===== config.mk =====
export PLATFORM = sky130hd
export DESIGN_NAME = tlb_page_table_translator_core
export DESIGN_NICKNAME = d
export VERILOG_FILES = /design/src/rtl/tlb_pkg.sv /design/src/rtl/tlb_ctrl.sv /design/src/rtl/tlb_datapath.sv /design/src/rtl/tlb_page_table_translator_core.sv
export SDC_FILE = /design/constraint.sdc
export NUM_CORES = 2
export LEC_CHECK = 0
export BUFFER_PORTS_ARGS = -buffer_cell sky130_fd_sc_hd__buf_2
export CAP_MARGIN = 20
export CORE_MARGIN = 3
export CORE_UTILIZATION = 35
export CTS_BUF_LIST = sky130_fd_sc_hd__clkbuf_4
export DETAILED_ROUTE_END_ITERATION = 8
export GPL_TIMING_DRIVEN = 1
export MAX_ROUTING_LAYER = met4
export PLACE_DENSITY_LB_ADDON = 0.15
export SYNTH_ARGS = -nofsm -noshare
export SYNTH_HDL_FRONTEND = slang
export SYNTH_SLANG_ARGS = --single-unit

===== constraint.sdc =====
create_clock -name clk -period 14.5 [get_ports clk]
set_input_delay 2.9 -clock clk [delete_from_list [all_inputs] [get_ports clk]]
set_output_delay 2.9 -clock clk [all_outputs]
set_load 0.1 [all_outputs]

===== src/rtl/tlb_pkg.sv =====
// Shared constants, types and state encoding for the TLB page-table translator.
`default_nettype none
package tlb_pkg;

  localparam int TLB_ENTRIES = 16;
  localparam int PAGE_COUNT  = 256;
  localparam int PAGE_BYTES  = 256;
  localparam int FRAME_COUNT = 256;

  localparam int ADDR_W    = 16;
  localparam int OFFSET_W  = $clog2(PAGE_BYTES);
  localparam int PAGE_W    = $clog2(PAGE_COUNT);
  localparam int FRAME_W   = $clog2(FRAME_COUNT);
  localparam int FREE_W    = $clog2(FRAME_COUNT + 1);
  localparam int TLB_IDX_W = $clog2(TLB_ENTRIES);

  // m_tuser bit positions
  localparam int USER_W         = 3;
  localparam int USER_HIT       = 0;
  localparam int USER_FAULT     = 1;
  localparam int USER_EXHAUSTED = 2;

  typedef enum logic {
    ST_IDLE,
    ST_LOOKUP
  } state_t;

  typedef struct packed {
    logic capture;  // latch address, start page-table read
    logic commit;   // write result, update TLB / page map
  } cmd_t;

  typedef struct packed {
    logic out_free; // output register empty or being drained
  } sts_t;

endpackage
`default_nettype wire


===== src/rtl/tlb_ctrl.sv =====
// Controller state machine: sequences capture and lookup/commit of each address.
`default_nettype none
module tlb_ctrl (
  input  wire logic          clk,
  input  wire logic          rst,
  input  wire logic          s_tvalid,
  output logic               s_tready,
  input  wire tlb_pkg::sts_t sts,
  output tlb_pkg::cmd_t      cmd
);

  tlb_pkg::state_t state, state_next;

  always_ff @(posedge clk) begin
    if (rst) begin
      state <= tlb_pkg::ST_IDLE;
    end else begin
      state <= state_next;
    end
  end

  always_comb begin
    state_next = state;
    case (state)
      tlb_pkg::ST_IDLE: begin
        if (s_tvalid) state_next = tlb_pkg::ST_LOOKUP;
      end
      tlb_pkg::ST_LOOKUP: begin
        if (sts.out_free) state_next = tlb_pkg::ST_IDLE;
      end
      default: state_next = tlb_pkg::ST_IDLE;
    endcase
  end

  always_comb begin
    s_tready    = 1'b0;
    cmd.capture = 1'b0;
    cmd.commit  = 1'b0;
    case (state)
      tlb_pkg::ST_IDLE: begin
        s_tready    = 1'b1;
        cmd.capture = s_tvalid;
      end
      tlb_pkg::ST_LOOKUP: begin
        cmd.commit = sts.out_free;
      end
      default: begin
        s_tready = 1'b0;
      end
    endcase
  end

endmodule
`default_nettype wire


===== src/rtl/tlb_datapath.sv =====
// Datapath: TLB entries, page-map memory, frame allocator and output register.
`default_nettype none
module tlb_datapath (
  input  wire logic                          clk,
  input  wire logic                          rst,
  input  wire logic [tlb_pkg::ADDR_W-1:0]    s_tdata,
  input  wire tlb_pkg::cmd_t                 cmd,
  output tlb_pkg::sts_t                      sts,
  output logic                               m_tvalid,
  input  wire logic                          m_tready,
  output logic [tlb_pkg::ADDR_W-1:0]         m_tdata,
  output logic [tlb_pkg::USER_W-1:0]         m_tuser
);

  logic [tlb_pkg::ADDR_W-1:0]    addr_q;
  logic [tlb_pkg::PAGE_W-1:0]    page;
  logic [tlb_pkg::OFFSET_W-1:0]  offset;
  logic [tlb_pkg::PAGE_W-1:0]    in_page;

  // page map: valid bits in flops, frames in a memory with registered read
  logic [tlb_pkg::PAGE_COUNT-1:0] map_valid;
  logic [tlb_pkg::FRAME_W-1:0]    map_frame [tlb_pkg::PAGE_COUNT];
  logic [tlb_pkg::FRAME_W-1:0]    map_rd;

  logic [tlb_pkg::TLB_ENTRIES-1:0] tlb_valid;
  logic [tlb_pkg::PAGE_W-1:0]      tlb_page  [tlb_pkg::TLB_ENTRIES];
  logic [tlb_pkg::FRAME_W-1:0]     tlb_frame [tlb_pkg::TLB_ENTRIES];
  logic [tlb_pkg::TLB_IDX_W-1:0]   fifo_ptr;
  logic [tlb_pkg::FREE_W-1:0]      next_free;

  logic                          hit, map_hit, fault, exhausted, fill;
  logic [tlb_pkg::FRAME_W-1:0]   hit_frame, frame;
  logic [tlb_pkg::ADDR_W-1:0]    phys;

  assign in_page = s_tdata[tlb_pkg::OFFSET_W +: tlb_pkg::PAGE_W];
  assign page    = addr_q[tlb_pkg::OFFSET_W +: tlb_pkg::PAGE_W];
  assign offset  = addr_q[tlb_pkg::OFFSET_W-1:0];

  always_ff @(posedge clk) begin
    if (cmd.capture) begin
      addr_q <= s_tdata;
      map_rd <= map_frame[in_page];
    end
    if (cmd.commit && fault) begin
      map_frame[page] <= frame;
    end
  end

  // fully associative compare; lowest matching entry wins
  always_comb begin
    hit       = 1'b0;
    hit_frame = '0;
    for (int i = tlb_pkg::TLB_ENTRIES - 1; i >= 0; i--) begin
      if (tlb_valid[i] && tlb_page[i] == page) begin
        hit       = 1'b1;
        hit_frame = tlb_frame[i];
      end
    end
  end

  always_comb begin
    map_hit   = !hit && map_valid[page];
    fault     = !hit && !map_valid[page] &&
                (next_free != tlb_pkg::FREE_W'(tlb_pkg::FRAME_COUNT));
    exhausted = !hit && !map_valid[page] &&
                (next_free == tlb_pkg::FREE_W'(tlb_pkg::FRAME_COUNT));
    fill      = map_hit || fault;
    if (hit) begin
      frame = hit_frame;
    end else if (map_hit) begin
      frame = map_rd;
    end else begin
      frame = next_free[tlb_pkg::FRAME_W-1:0];
    end
    if (exhausted) begin
      phys = '0;
    end else begin
      phys = tlb_pkg::ADDR_W'({frame, offset});
    end
  end

  always_ff @(posedge clk) begin
    if (rst) begin
      map_valid <= '0;
      tlb_valid <= '0;
      fifo_ptr  <= '0;
      next_free <= '0;
    end else if (cmd.commit) begin
      if (fault) begin
        map_valid[page] <= 1'b1;
        next_free       <= next_free + 1'b1;
      end
      if (fill) begin
        tlb_valid[fifo_ptr] <= 1'b1;
        if (fifo_ptr == tlb_pkg::TLB_IDX_W'(tlb_pkg::TLB_ENTRIES - 1)) begin
          fifo_ptr <= '0;
        end else begin
          fifo_ptr <= fifo_ptr + 1'b1;
        end
      end
    end
  end

  always_ff @(posedge clk) begin
    if (cmd.commit && fill) begin
      tlb_page[fifo_ptr]  <= page;
      tlb_frame[fifo_ptr] <= frame;
    end
  end

  // output register
  assign sts.out_free = !m_tvalid || m_tready;

  always_ff @(posedge clk) begin
    if (rst) begin
      m_tvalid <= 1'b0;
    end else if (cmd.commit) begin
      m_tvalid <= 1'b1;
    end else if (m_tready) begin
      m_tvalid <= 1'b0;
    end
  end

  always_ff @(posedge clk) begin
    if (cmd.commit) begin
      m_tdata                          <= phys;
      m_tuser[tlb_pkg::USER_HIT]       <= hit;
      m_tuser[tlb_pkg::USER_FAULT]     <= fault;
      m_tuser[tlb_pkg::USER_EXHAUSTED] <= exhausted;
    end
  end

endmodule
`default_nettype wire


===== src/rtl/tlb_page_table_translator_core.sv =====
// Top level of the TLB / page-table address translator.
//
//  channel | dir | handshake          | payload
//  --------+-----+--------------------+-------------------------------------------
//  s_*     | in  | s_tvalid/s_tready  | tdata: virt_addr[15:0]
//  m_*     | out | m_tvalid/m_tready  | tdata: phys_addr[15:0];
//          |     |                    | tuser: tlb_hit, page_fault, frames_exhausted
//
//  Each address goes through capture plus page-table read, then TLB compare,
//  result and TLB/page-map update. The single-port page-map read sets this split.
//  A new address is taken while the previous result waits in the output register;
//  the lookup cycle holds while that register is full and not being drained.
//  Reset (rst, synchronous) invalidates all TLB and page-map entries at once.
`default_nettype none
module tlb_page_table_translator_core (
  input  wire logic                              clk,
  input  wire logic                              rst,
  input  wire logic                              s_tvalid,
  output logic                                   s_tready,
  input  wire logic [tlb_pkg::ADDR_W-1:0]        s_tdata,  // [15:0] virt_addr
  output logic                                   m_tvalid,
  input  wire logic                              m_tready,
  output logic [tlb_pkg::ADDR_W-1:0]             m_tdata,  // [15:0] phys_addr
  output logic [tlb_pkg::USER_W-1:0]             m_tuser   // [0] tlb_hit, [1] page_fault,
                                                           // [2] frames_exhausted
);

  tlb_pkg::cmd_t cmd;
  tlb_pkg::sts_t sts;

  tlb_ctrl u_ctrl (
    .clk      (clk),
    .rst      (rst),
    .s_tvalid (s_tvalid),
    .s_tready (s_tready),
    .sts      (sts),
    .cmd      (cmd)
  );

  tlb_datapath u_dp (
    .clk      (clk),
    .rst      (rst),
    .s_tdata  (s_tdata),
    .cmd      (cmd),
    .sts      (sts),
    .m_tvalid (m_tvalid),
    .m_tready (m_tready),
    .m_tdata  (m_tdata),
    .m_tuser  (m_tuser)
  );

endmodule
`default_nettype wire


==> flow_summary.ini <==
[grt]
grt_max_degree = 183
grt_pass1_wl_um = 406000
grtUsageTotal = 0.191
grt_overflow = 0
antenna_found_initial = 26
grt_pass1_vias = 55400

[detailed_routing]
postRouteAntennaNets = 0
vias = 53300
vias_per_cell = 5.24
totalWireLength_um = 284000
wl_per_cell_um = 27.9
drcViolationCount = 0
first_pass_iters = 5
dr.first_iter.drc_count = 4583

[placement]
dp_hpwl_um = 171000
gp_congestion = 0.772
io_buffers = 40
dp_cells = 8900

[final_layout]
nFillCells = 26600
final_nets = 5723
area_delta_synth_final_pct = 14.8
final_core_util = 0.405
drive_above_1_share = 0.389
stdcell_count = 10200

[power_and_ir_drop]
p_switching_mw = 3.83
power.internal_mw = 12.1
total_power_mw = 16.0
irDropWorstVdd_mv = 0.0603
clkPwrFrac = 0.412
power_leakage_nw = 39.9
pwr-share-seq = 0.528
swShare = 0.240
pwr_density_cell_nw_per_um2 = 134
combPwrFrac = 0.060

[logic_synthesis]
synth_edf_count = 2347
ys_warn_count = 0
synth_cells = 4989
async_flop_share = 0
seq_area_frac_synth = 0.734
syn-num-nets = 5015
synth_seq_cells = 2634
syn_avg_cell_area_sq_um = 20.8
syn_area_sq_um = 104000
ys.flop_type = edfxtp_1
synthDistinctLibCells = 69

[clock_network]
numCtsBuffers = 706
clock_latency_ns = 1.54
cts_tree = done
cts_setup_buffers = 0
root_buffer = clkbuf_4
htree_levels = 6
clock-sinks = 2634
clock_path_buffers = 4
cts_hold_buf = 0
path_clk_slew_ns = 0.06
cts_resized = 0

[hold_path]
hold_path_class = register to register

[timing]
clock.fmax_mhz = 134
final.setup.tns_ns = 0
setup_viol = 0
tightest_slew_ns = 1.20
rsz0062_at_grt = false
finClkSkew_ns = 0.162
hold_viol = 0
drv_slew = 0
fin_crit_ns = 7.44
max_slew_margin = 0.200
min_period_over_period = 0.513

[outcome]
status = finished, final reports clean

[setup_path]
endpoint_kind = register
cp_max_fo = 96
crit_type = register to register
worstPathArrival_ns = 8.50
critPathLaunchType = register
required_ns = 15.56

[floorplanning]
rows = 199
dieHeight_um = 551
ios = 41
fp.coreArea_sq_um = 295000
die_w_um = 551
start_util = 0.352
dieArea_sq_um = 303000

[flow_run]
drv_cap = 0
sequential cells by signal (all words and copies together) (netlist names):
signal          count
u_dp.map_rd         8
u_dp.map_valid    256
u_dp.m_tuser        3
u_dp.addr_q        16
u_dp.map_frame   2048
u_dp.tlb_page     128
u_dp.tlb_frame    128
u_dp.fifo_ptr       4
u_dp.next_free      9
u_dp.m_tvalid       1
u_dp.tlb_valid     16
u_ctrl.state        1
u_dp.m_tdata       16
cells by family after synthesis:
logic type / synth area share
flip-flops: 0.734
multiplexers: 0.165
AND/OR/NAND/NOR: 0.0383
AO/OA/AOI/OAI: 0.0352
buffers and inverters: 0.0154
XOR/XNOR: 0.0111
adder cells (fa/ha/maj): 0.000723
Yosys cell counts, drive strengths merged (3+ instances only):
| master | instances | area share |
|---|---|---|
| a2111oi | 4 | 0.00035 |
| a211oi | 8 | 0.00058 |
| a21o | 3 | 0.00022 |
| a21oi | 24 | 0.0012 |
| a221o | 5 | 0.00048 |
| a221oi | 6 | 0.00051 |
| a22o | 3 | 0.00025 |
| a22oi | 5 | 0.00036 |
| a31oi | 15 | 0.00090 |
| and2 | 3 | 0.00018 |
| buf | 137 | 0.0071 |
| clkbuf | 177 | 0.0064 |
| dfxtp | 287 | 0.055 |
| edfxtp | 2347 | 0.68 |
| ha | 6 | 0.00072 |
| inv | 51 | 0.0018 |
| mux2i | 39 | 0.0038 |
| mux4 | 743 | 0.16 |
| nand2 | 110 | 0.0040 |
| nand2b | 19 | 0.0011 |
| nand3 | 41 | 0.0020 |
| nand3b | 3 | 0.00022 |
| nand4 | 36 | 0.0022 |
| nor2 | 93 | 0.0034 |
| nor2b | 18 | 0.0011 |
| nor3 | 270 | 0.021 |
| nor4 | 15 | 0.00090 |
| o211ai | 15 | 0.0011 |
| o21ai | 28 | 0.0013 |
| o21ba | 226 | 0.022 |
| o221ai | 6 | 0.00051 |
| o22a | 4 | 0.00034 |
| o22ai | 35 | 0.0022 |
| o31ai | 9 | 0.00065 |
| o32ai | 10 | 0.00084 |
| or2 | 9 | 0.00054 |
| or3 | 14 | 0.00084 |
| or4 | 4 | 0.00029 |
| xnor2 | 116 | 0.0098 |
| xor2 | 15 | 0.0013 |
worst paths after layout:
path	from	to	slack (ns)	cells after the start
hold / removal	u_dp.tlb_valid[4]$_SDFFE_PP0P_	u_dp.tlb_valid[4]$_SDFFE_PP0P_	0.46	2
hold reg to reg	u_dp.tlb_valid[4]$_SDFFE_PP0P_	u_dp.tlb_valid[4]$_SDFFE_PP0P_	0.46	2
setup reg to reg	u_dp.addr_q[8]$_DFFE_PP_	u_dp.map_frame[221][1]$_DFFE_PP_	7.06	12
setup / recovery	u_dp.addr_q[8]$_DFFE_PP_	u_dp.map_frame[221][1]$_DFFE_PP_	7.06	12
worst max-delay path: stages, from the launching register on:
cell	delay (ns)
edfxtp_1	0.34
buf_4	0.56
buf_4	0.65
mux4_2	0.59
mux2i_1	0.15
mux2i_1	0.10
a2111oi_0	0.68
nor3_1	0.24
o22ai_4	0.72
nand2_1	0.22
a21oi_4	0.82
buf_4	0.82
buf_4	0.78
layout by cell type, fill, tap and decap left out, drive strengths merged, types with 110 or more instances in the layout:
| master | Yosys | layout |
|---|---|---|
| edfxtp | 2347 | 2347 |
| nor3 | 270 | 270 |
| clkinv | 2 | 153 |
| mux4 | 743 | 743 |
| dfxtp | 287 | 287 |
| buf | 137 | 314 |
| clkbuf | 177 | 1052 |
| o21ba | 226 | 226 |
| nand2 | 110 | 110 |
| xnor2 | 116 | 116 |
metrics by stage:
step	instance area (sq um)	setup WS (ns)	hold slack (ns)
after floorplan	104000	2.07	0.427
after global routing	119000	6.41	0.482
after detailed placement	110000	6.77	0.446
after global placement	110000	6.78	0.439
after CTS	119000	7.02	0.459
final	119000	7.06	0.463
power groups by stage:
| stage | Sequential (mW) | Clock, mW | Combinational (mW) |
|---|---|---|---|
| CTS | 8.44 | 6.83 | 0.976 |
| global route | 8.43 | 7.24 | 1.02 |
| global placement | 8.60 | 0 | 0.960 |
| detailed placement | 8.60 | 0 | 0.977 |
| floorplan | 8.74 | 0 | 0.561 |
| finish | 8.44 | 6.58 | 0.956 |
final cells by class:
cell class                 count  area, sq um  area share
antenna                       12         30.0    0.000252
timing repair buffer         314         2540      0.0213
clock inverter               192         1200      0.0101
inverter                      53          199     0.00167
sequential                  2634        76200       0.639
clock buffer                1052         7900      0.0662
multi-input combinational   1988        26200       0.220
tap                         3919         4900      0.0411
routing by layer:
metal | track usage | wire [um] | vias to the layer above
met5 | - | 0 | -
met4 | 0.0532 | 5990 | 0
met3 | 0.0304 | 14600 | 439
met2 | 0.300 | 137000 | 1650
met1 | 0.259 | 126000 | 28500
li1 | - | - | 22700
No activity file was read; power rests on OpenSTA's default activity.
